$ cat config.mk
export PLATFORM = sky130hd
export DESIGN_NAME = crc8_frame_deframer
export DESIGN_NICKNAME = d
export VERILOG_FILES = /design/src/design/crcdf_pkg.sv /design/src/design/crcdf_cell.sv /design/src/design/crcdf_out.sv /design/src/design/crc8_frame_deframer.sv
export SDC_FILE = /design/constraint.sdc
export NUM_CORES = 1
export LEC_CHECK = 0
export BUFFER_PORTS_ARGS = -buffer_cell sky130_fd_sc_hd__buf_2
export CORE_MARGIN = 5
export CORE_UTILIZATION = 60
export DETAILED_ROUTE_END_ITERATION = 10
export GPL_TIMING_DRIVEN = 0
export PLACE_DENSITY = 0.81
export SLEW_MARGIN = 40
export SYNTH_ARGS = -nofsm -noshare
export SYNTH_HDL_FRONTEND = slang
export SYNTH_SLANG_ARGS = --single-unit
$ cat constraint.sdc
create_clock -name aclk -period 7.2 [get_ports aclk]
set_clock_uncertainty 0.05 [all_clocks]
set_input_delay 0.36 -clock aclk [delete_from_list [all_inputs] [get_ports aclk]]
set_output_delay 0.36 -clock aclk [all_outputs]
set_load 0.1 [all_outputs]
$ cat src/design/crcdf_pkg.sv
// Shared constants, types and CRC-8 helpers for the CRC-8 frame deframer.
// No dependencies; imported by every module of the block.
`default_nettype none

package crcdf_pkg;

    localparam int WIN_DEPTH = 8;   // bytes held before the current one
    localparam int PAY_FIRST = 2;   // window slot of the first payload byte
    localparam int PAY_LEN   = 5;   // payload bytes per frame
    localparam int OUT_W     = 8 * PAY_LEN;

    localparam logic [7:0] HDR0     = 8'h01;
    localparam logic [7:0] HDR1     = 8'h02;
    localparam logic [7:0] TRAILER  = 8'h5A;
    localparam logic [7:0] CRC_POLY = 8'h31;
    localparam logic [7:0] CRC_INIT = 8'hFF;
    localparam logic [7:0] CRC_MSB  = 8'h80;

    // Control fanned out to every window cell
    typedef struct packed {
        logic shift;    // take neighbor byte, advance running CRC
        logic clear;    // valid frame seen: back to the empty-window state
    } crcdf_ctl_t;

    // One byte through CRC-8, MSB first
    function automatic logic [7:0] crc8_byte(input logic [7:0] crc_in,
                                             input logic [7:0] data);
        logic [7:0] c;
        c = crc_in ^ data;
        for (int b = 0; b < 8; b++) begin
            if ((c & CRC_MSB) != 8'h00) begin
                c = (c << 1) ^ CRC_POLY;
            end else begin
                c = c << 1;
            end
        end
        return c;
    endfunction

    // CRC state after a run of zero bytes; used only with constant counts
    function automatic logic [7:0] crc8_zeros(input int count);
        logic [7:0] c;
        c = CRC_INIT;
        for (int n = 0; n < WIN_DEPTH; n++) begin
            if (n < count) begin
                c = crc8_byte(c, 8'h00);
            end
        end
        return c;
    endfunction

endpackage

`default_nettype wire

$ cat src/design/crcdf_cell.sv
// One window cell: a received byte plus the running CRC over this slot and
// every newer slot. Depends on crcdf_pkg.
`default_nettype none

module crcdf_cell (
    input  wire logic                   aclk,
    input  wire logic                   aresetn,
    input  wire crcdf_pkg::crcdf_ctl_t  ctl,
    input  wire logic [7:0]             byte_in,   // from newer neighbor
    input  wire logic [7:0]             crc_in,    // newer neighbor's CRC
    input  wire logic [7:0]             rx_byte,   // byte being accepted
    input  wire logic [7:0]             crc_rst,   // CRC of an all-zero tail
    output logic [7:0]                  byte_q,
    output logic [7:0]                  crc_q
);
    import crcdf_pkg::*;

    logic [7:0] byte_reg, byte_next;
    logic [7:0] crc_reg, crc_next;

    // Clear to the empty-window state, or shift in neighbor byte; CRC of this slot onward gains the new byte
    always_comb begin
        byte_next = byte_reg;
        crc_next  = crc_reg;
        if (ctl.clear) begin
            byte_next = 8'h00;
            crc_next  = crc_rst;
        end else if (ctl.shift) begin
            byte_next = byte_in;
            crc_next  = crc8_byte(crc_in, rx_byte);
        end
    end

    always_ff @(posedge aclk) begin
        if (!aresetn) begin
            byte_reg <= 8'h00;
            crc_reg  <= crc_rst;
        end else begin
            byte_reg <= byte_next;
            crc_reg  <= crc_next;
        end
    end

    assign byte_q = byte_reg;
    assign crc_q  = crc_reg;

endmodule

`default_nettype wire

$ cat src/design/crcdf_out.sv
// Result register for the deframer: holds one payload request until taken.
// Depends on crcdf_pkg.
`default_nettype none

module crcdf_out (
    input  wire logic                        aclk,
    input  wire logic                        aresetn,
    input  wire logic                        load,
    input  wire logic [crcdf_pkg::OUT_W-1:0] payload,
    input  wire logic                        m_tready,
    output logic                             m_tvalid,
    output logic [crcdf_pkg::OUT_W-1:0]      m_tdata,
    output logic                             room      // free for a new request
);
    import crcdf_pkg::*;

    logic             valid_reg, valid_next;
    logic [OUT_W-1:0] data_reg;

    assign room = !valid_reg || m_tready;

    always_comb begin
        valid_next = valid_reg;
        if (load) begin
            valid_next = 1'b1;
        end else if (m_tready) begin
            valid_next = 1'b0;
        end
    end

    always_ff @(posedge aclk) begin
        if (!aresetn) begin
            valid_reg <= 1'b0;
        end else begin
            valid_reg <= valid_next;
        end
    end

    // Payload needs no reset
    always_ff @(posedge aclk) begin
        if (load) begin
            data_reg <= payload;
        end
    end

    assign m_tvalid = valid_reg;
    assign m_tdata  = data_reg;

    property p_load_needs_room;
        @(posedge aclk) disable iff (!aresetn)
        load |-> (!valid_reg || m_tready);
    endproperty
    a_load_needs_room: assert property (p_load_needs_room)
        else $error("result loaded over a request not yet taken");

    property p_load_shows;
        @(posedge aclk) disable iff (!aresetn)
        load |=> (m_tvalid && m_tdata == $past(payload));
    endproperty
    a_load_shows: assert property (p_load_shows)
        else $error("loaded payload not presented");

    property p_idle_drains;
        @(posedge aclk) disable iff (!aresetn)
        (!load && m_tready) |=> !m_tvalid;
    endproperty
    a_idle_drains: assert property (p_idle_drains)
        else $error("taken request still shown");

endmodule

`default_nettype wire

$ cat src/design/crc8_frame_deframer.sv
// A valid frame's payload is presented on m_tdata in the cycle after its
// trailer byte is accepted. Throughput: one byte per cycle; the window
// is a row of eight byte cells, each with a one-byte CRC step, so the whole
// frame check is combinational. s_tready drops only while a result waits.
// Reset (aresetn low, synchronous) empties the window and drops any result.
// Depends on crcdf_pkg, crcdf_cell and crcdf_out.
`default_nettype none

module crc8_frame_deframer (
    input  wire logic                        aclk,
    input  wire logic                        aresetn,
    input  wire logic                        s_tvalid,
    output logic                             s_tready,
    input  wire logic [7:0]                  s_tdata,   // [7:0] rx_byte
    output logic                             m_tvalid,
    input  wire logic                        m_tready,
    // [7:0] payload_0, [15:8] payload_1, [23:16] payload_2,
    // [31:24] payload_3, [39:32] payload_4
    output logic [crcdf_pkg::OUT_W-1:0]      m_tdata
);
    import crcdf_pkg::*;

    logic             accept;
    logic             hit;
    logic             room;
    crcdf_ctl_t       ctl;
    logic [7:0]       byte_q    [WIN_DEPTH];
    logic [7:0]       crc_chain [WIN_DEPTH+1];
    logic [OUT_W-1:0] payload;

    assign s_tready = room;
    assign accept   = s_tvalid && room;

    // Cell j keeps the CRC over slots j..newest; the empty tail reads as init
    assign crc_chain[WIN_DEPTH] = CRC_INIT;

    // Window row: slot 0 oldest, last slot newest
    for (genvar j = 0; j < WIN_DEPTH; j++) begin : g_cell
        logic [7:0] byte_in;
        if (j == WIN_DEPTH - 1) begin : g_head
            assign byte_in = s_tdata;
        end else begin : g_body
            assign byte_in = byte_q[j+1];
        end
        crcdf_cell u_cell (
            .aclk    (aclk),
            .aresetn (aresetn),
            .ctl     (ctl),
            .byte_in (byte_in),
            .crc_in  (crc_chain[j+1]),
            .rx_byte (s_tdata),
            .crc_rst (crc8_zeros(WIN_DEPTH - j)),
            .byte_q  (byte_q[j]),
            .crc_q   (crc_chain[j])
        );
    end

    // CRC over payload plus its check byte leaves zero exactly when it matches
    assign hit = (byte_q[0] == HDR0) && (byte_q[1] == HDR1) &&
                 (s_tdata == TRAILER) && (crc_chain[PAY_FIRST] == 8'h00);

    assign ctl.shift = accept && !hit;
    assign ctl.clear = accept && hit;

    for (genvar k = 0; k < PAY_LEN; k++) begin : g_pay
        assign payload[8*k +: 8] = byte_q[PAY_FIRST + k];
    end

    crcdf_out u_out (
        .aclk     (aclk),
        .aresetn  (aresetn),
        .load     (ctl.clear),
        .payload  (payload),
        .m_tready (m_tready),
        .m_tvalid (m_tvalid),
        .m_tdata  (m_tdata),
        .room     (room)
    );

    property p_hit_clears;
        @(posedge aclk) disable iff (!aresetn)
        ctl.clear |=> (byte_q[0] == 8'h00 && byte_q[1] == 8'h00 &&
                       byte_q[WIN_DEPTH-1] == 8'h00);
    endproperty
    a_hit_clears: assert property (p_hit_clears)
        else $error("window not emptied after a frame");

    property p_shift_takes_byte;
        @(posedge aclk) disable iff (!aresetn)
        ctl.shift |=> (byte_q[WIN_DEPTH-1] == $past(s_tdata));
    endproperty
    a_shift_takes_byte: assert property (p_shift_takes_byte)
        else $error("accepted byte missing from newest slot");

    property p_head_crc;
        @(posedge aclk) disable iff (!aresetn)
        crc_chain[WIN_DEPTH-1] == crc8_byte(CRC_INIT, byte_q[WIN_DEPTH-1]);
    endproperty
    a_head_crc: assert property (p_head_crc)
        else $error("running CRC out of step with window");

    property p_hit_needs_accept;
        @(posedge aclk) disable iff (!aresetn)
        ctl.clear |-> (s_tvalid && s_tready);
    endproperty
    a_hit_needs_accept: assert property (p_hit_needs_accept)
        else $error("frame taken without a request");

endmodule

`default_nettype wire

Yosys cells after proc, flatten, opt, wreduce, memory -nomap -nowiden:

Cells that the tools add are included.

* mux-type cells: 134
* eq/ne operators: 3
* bitwise logic cells: 55
* reduce and logical (&&, ||, !) cells: 12

Operators with widths (count)
* 8-bit 2-to-1 mux: 84
* 6-bit 2-to-1 mux: 48
* 3-bit NOT: 48
* 8-bit bitwise XOR: 5
* 8-bit by 1-bit equality test with 1-bit output (second input constant): 1
* 8-bit by 2-bit equality test with 1-bit output (second input constant): 1
* 8-bit by 7-bit equality test with 1-bit output (second input constant): 1
* 8-bit zero test: 1
* 8-bit NOT: 1
* 1-bit logical AND: 6
* 1-bit zero test: 2
* 1-bit 2-to-1 mux: 2
* 2-bit nonzero test: 1
* 2-bit OR reduction: 1
* 1-bit logical OR: 1
* 1-bit NOT: 1

* register bits after elaboration: 153
* input bits: 12
* output and inout bits: 42
* word-level logic and storage cells: 220

Logic depth before layout (Yosys ltp):

* word-level depth: 34
* mapped depth: 8

Cells and area by module:

A second synthesis with hierarchy kept.

* cell total of the unflattened synthesis: 651
* area total of the unflattened synthesis: 8104.0 um2

By module, submodules not included
* crcdf_cell: area each 840.8 um2, times used 8, cells each 74
* crcdf_out: area each 1249.9 um2, times used 1, cells each 44
* crc8_frame_deframer: area each 127.6 um2, times used 1, cells each 15

Worst setup path after synthesis:

OpenSTA, ideal clock, no wires.

* path kind: reg2reg
* start point: register u_out.valid_reg, in the netlist u_out.m_tvalid
* end point: register u_out.data_reg[0], in the netlist u_out.m_tdata[0] (enable)
* slack: 0.350 ns
* stages on the path, launching flop included: 6
* required time: 6.613 ns
* data arrival time: 6.263 ns
* path buffers: 2
* path through: dfxtp_1 > nand2b_1 > nand2_1 > clkbuf_1 > clkbuf_1 > nor4_1

RTL lines
* from (decl): line crcdf_out.sv:17 `logic valid_reg, valid_next;`
* from (signal assigned): line crcdf_out.sv:35 `valid_reg <= valid_next;`
* to (signal assigned): line crcdf_out.sv:42 `data_reg <= payload;`
* to (decl): line crcdf_out.sv:18 `logic [OUT_W-1:0] data_reg;`

==> results.cfg <==
[final_layout]
nets = 772
final_cell_mix = nand2_1 (114), dfxtp_1 (113), nor2_1 (66), xnor2_1 (64), buf_2 (63)
fin_cells = 915
layout.core_utilization_pct = 69.8
post_route_cells_drive_above_1_share_pct = 14.0
layout_commonest_cell = nand2_1
area_of_the_multi_input_gates_um2 = 3140
ff_latch_area_um2 = 3460
layout.filler_cells = 764
syn_to_final_growth_pct = 15.3
n_antenna_cell = 0

[sta]
worst_slew_pin_slew_ps = 831
fin_setup_tns_ps = 0
fmaxAchievable_ghz = 0.307
period_share_pct = 45.3
slew_headroom_pct = 44.2
number_of_failing_hold_endpoints_at_the_final_stage = 0
rsz0062_at_grt = false
finalWorstPathRequiredPeriod_ps = 3260
final-max-slew-violation-count = 0
final-setup-viol-count = 0

[worst_setup_path]
worstSetupEndpointType = flop
worstPathBufferInverterCount = 6
worst_ep_required_time_ps = 7280
path_depth = 9
kind_of_cell_with_the_highest_combined_delay_on_the_critical_path = buffers and inverters
reg2reg_from = u_out.m_tvalid
crit_start_category = flop
setup.worst_path.class = reg -> reg
worstPathArrival_ps = 3340
reg2reg_to = u_out.m_tdata[5]
worst_path_most_repeated_cell = buf_2
crit_path_max_incr_delay_ps = 540
master_of_the_slowest_instance_on_the_critical_path = nor4_2
reg2reg_setup_slack_ps = 3940
critical_path_peak_fanout = 10
critical_path.cell_chain = nand2b_1, nand2_1, clkbuf_1, clkbuf_1, nor4_2, buf_2, buf_2, buf_2, buf_2
worstRegToRegCells = 9

[placement]
portBuffers = 47
routabilityCongestion = 0.939
final_hpwl_from_detailed_placement_um = 12400
post-place-cells = 884

[synth]
yosys_most_used_dff = dfxtp_1
postSynthCellCount = 687
async_flop_share_pct = 0
synth-edff-count = 40
synth-warning-count = 0
mappedNetlistArea_um2 = 6830
synth.lib_cells_used.distinct = 40
avgSynthCellArea_um2 = 9.93
synth_nets = 699
postSynthRegisterBits = 153
synth_seq_area_share_pct = 50.7

[power]
powerDensity_nw_per_um2 = 357
total_power_consumption_mw = 2.81
p_leak_nw = 3.07
max-vdd-ir-drop_mv = 0.252

[clocking]
clk_latency_ps = 420
ctsRootBufferMaster = clkbuf_16
clk_pin_slew_ps = 70
maximum_number_of_buffers_from_clock_root_to_sink = 2
number_of_buffers_created_by_cts = 17
htree_levels = 4
cts_setup_buffers = 0
holdBufCountCts = 0
tritoncts = yes
cts.sinks = 153
number_of_resized_instances_in_the_post_cts_repair_step = 0

[min_path]
hold_path_end = g_cell[7].u_cell.byte_q[7]
hold_path_class = in -> reg
hp-start = s_tdata[7]
min_delay_path_depth = 3

[die]
initial_core_util_pct = 60.6
ios = 54
die_height_um = 117
placeableCoreArea_um2 = 11300
rows = 39
floorplan.die.width_um = 117
die_area_um2 = 13600

[flow_run]
maxCapViolCount = 0

[global_routing]
initial_antenna_violation_count = 0
first_global_vias = 5315
largest_net_degree_at_the_start_of_global_routing = 17
grt_first_pass_wirelength_um = 28100
gr-total-overflow = 0
global_route_total_usage_across_every_layer_pct = 27.1

[route]
drt-total-wl_um = 17700
initialDrtViolationCount = 737
drt-wirelength-per-cell_um = 19.3
vias_per_cell = 5.98
drcViolationCount = 0
antenna_left = 0
firstDrtPassIters = 6
via_count = 5474

[run_status]
outcome = finished, final reports clean
==> kinds of logic after synthesis <==
family                 Yosys count  synth area share (%)
AO/OA/AOI/OAI                  113                  11.2
buffers and inverters           54                  3.52
XOR/XNOR                       101                  17.1
AND/OR/NAND/NOR                266                  17.4
flip-flops                     153                  50.7
==> worst min-delay path: cells and delay by family <==
kind,cells,cell delay [ps]
AO/OA/AOI/OAI,1,50
buffers and inverters,1,120
AND/OR/NAND/NOR,1,60
==> through the flow <==
step           worst slack, ps  area [um2]  hold WS (ps)
6_report                  3940        7870           155
5_1_grt                   3750        7870           159
4_1_cts                   3990        7870           145
3_5_place_dp              3860        7290           391
3_3_place_gp               117        7240           393
2_1_floorplan              350        6830           380
==> worst max path at each step <==
| stage | end | from | slack, ps |
|---|---|---|---|
| 2_1_floorplan | u_out.m_tdata[0] | u_out.m_tvalid | 350 |
| 3_3_place_gp | u_out.m_tdata[6] | m_tready | 120 |
| 3_5_place_dp | u_out.m_tdata[5] | m_tready | 3860 |
| 4_1_cts | u_out.m_tdata[5] | u_out.m_tvalid | 3990 |
| 5_1_grt | u_out.m_tdata[5] | u_out.m_tvalid | 3750 |
| 6_report | u_out.m_tdata[5] | u_out.m_tvalid | 3940 |
==> state kept, by name, summed over array words and instances, names as in the netlist <==
name	flops
g_cell.u_cell.byte_q	64
u_out.m_tdata	40
u_out.m_tvalid	1
g_cell.u_cell.crc_q	48
==> per-layer routing <==
layer,up-vias,track usage (%),share of wire [%]
met5,-,0,0
met4,0,11.3,3.5
met3,63,6.32,9.6
met2,332,45.2,48
met1,2579,34.0,39
li1,2500,-,-
==> cell type report <==
cell class,count,share of cell area (%)
Clock buffer,17,5.40
Sequential cell,153,44.0
Buffer,53,3.00
Multi-Input combinational cell,480,39.9
Tap cell,143,2.27
Inverter,1,0.0477
Timing Repair Buffer,54,3.43
Clock inverter,14,1.94
==> where the power goes <==
group	internal [mW]	switching (mW)	total, mW
combinational	0.477	0.406	0.883
sequential	0.964	0.0834	1.05
clock	0.490	0.387	0.877
==> synthesized netlist by cell type (8+ instances only) <==
master / count / area share [%]
buf_2: 9 / 0.66
dfxtp_1: 113 / 33
a21boi_0: 11 / 1.2
a21oi_1: 17 / 1.2
o21ai_0: 36 / 2.6
nor2_1: 66 / 3.6
nand3_1: 15 / 1.1
xnor2_1: 65 / 8.3
and2_1: 19 / 1.7
xnor3_1: 12 / 4.0
edfxtp_1: 40 / 18
a2bb2oi_1: 37 / 4.7
xor2_1: 17 / 2.2
nor3_1: 23 / 1.7
nand2_1: 114 / 6.3
clkbuf_1: 36 / 2.0
nor4_1: 8 / 0.73
(Power assumes the default switching activity.)
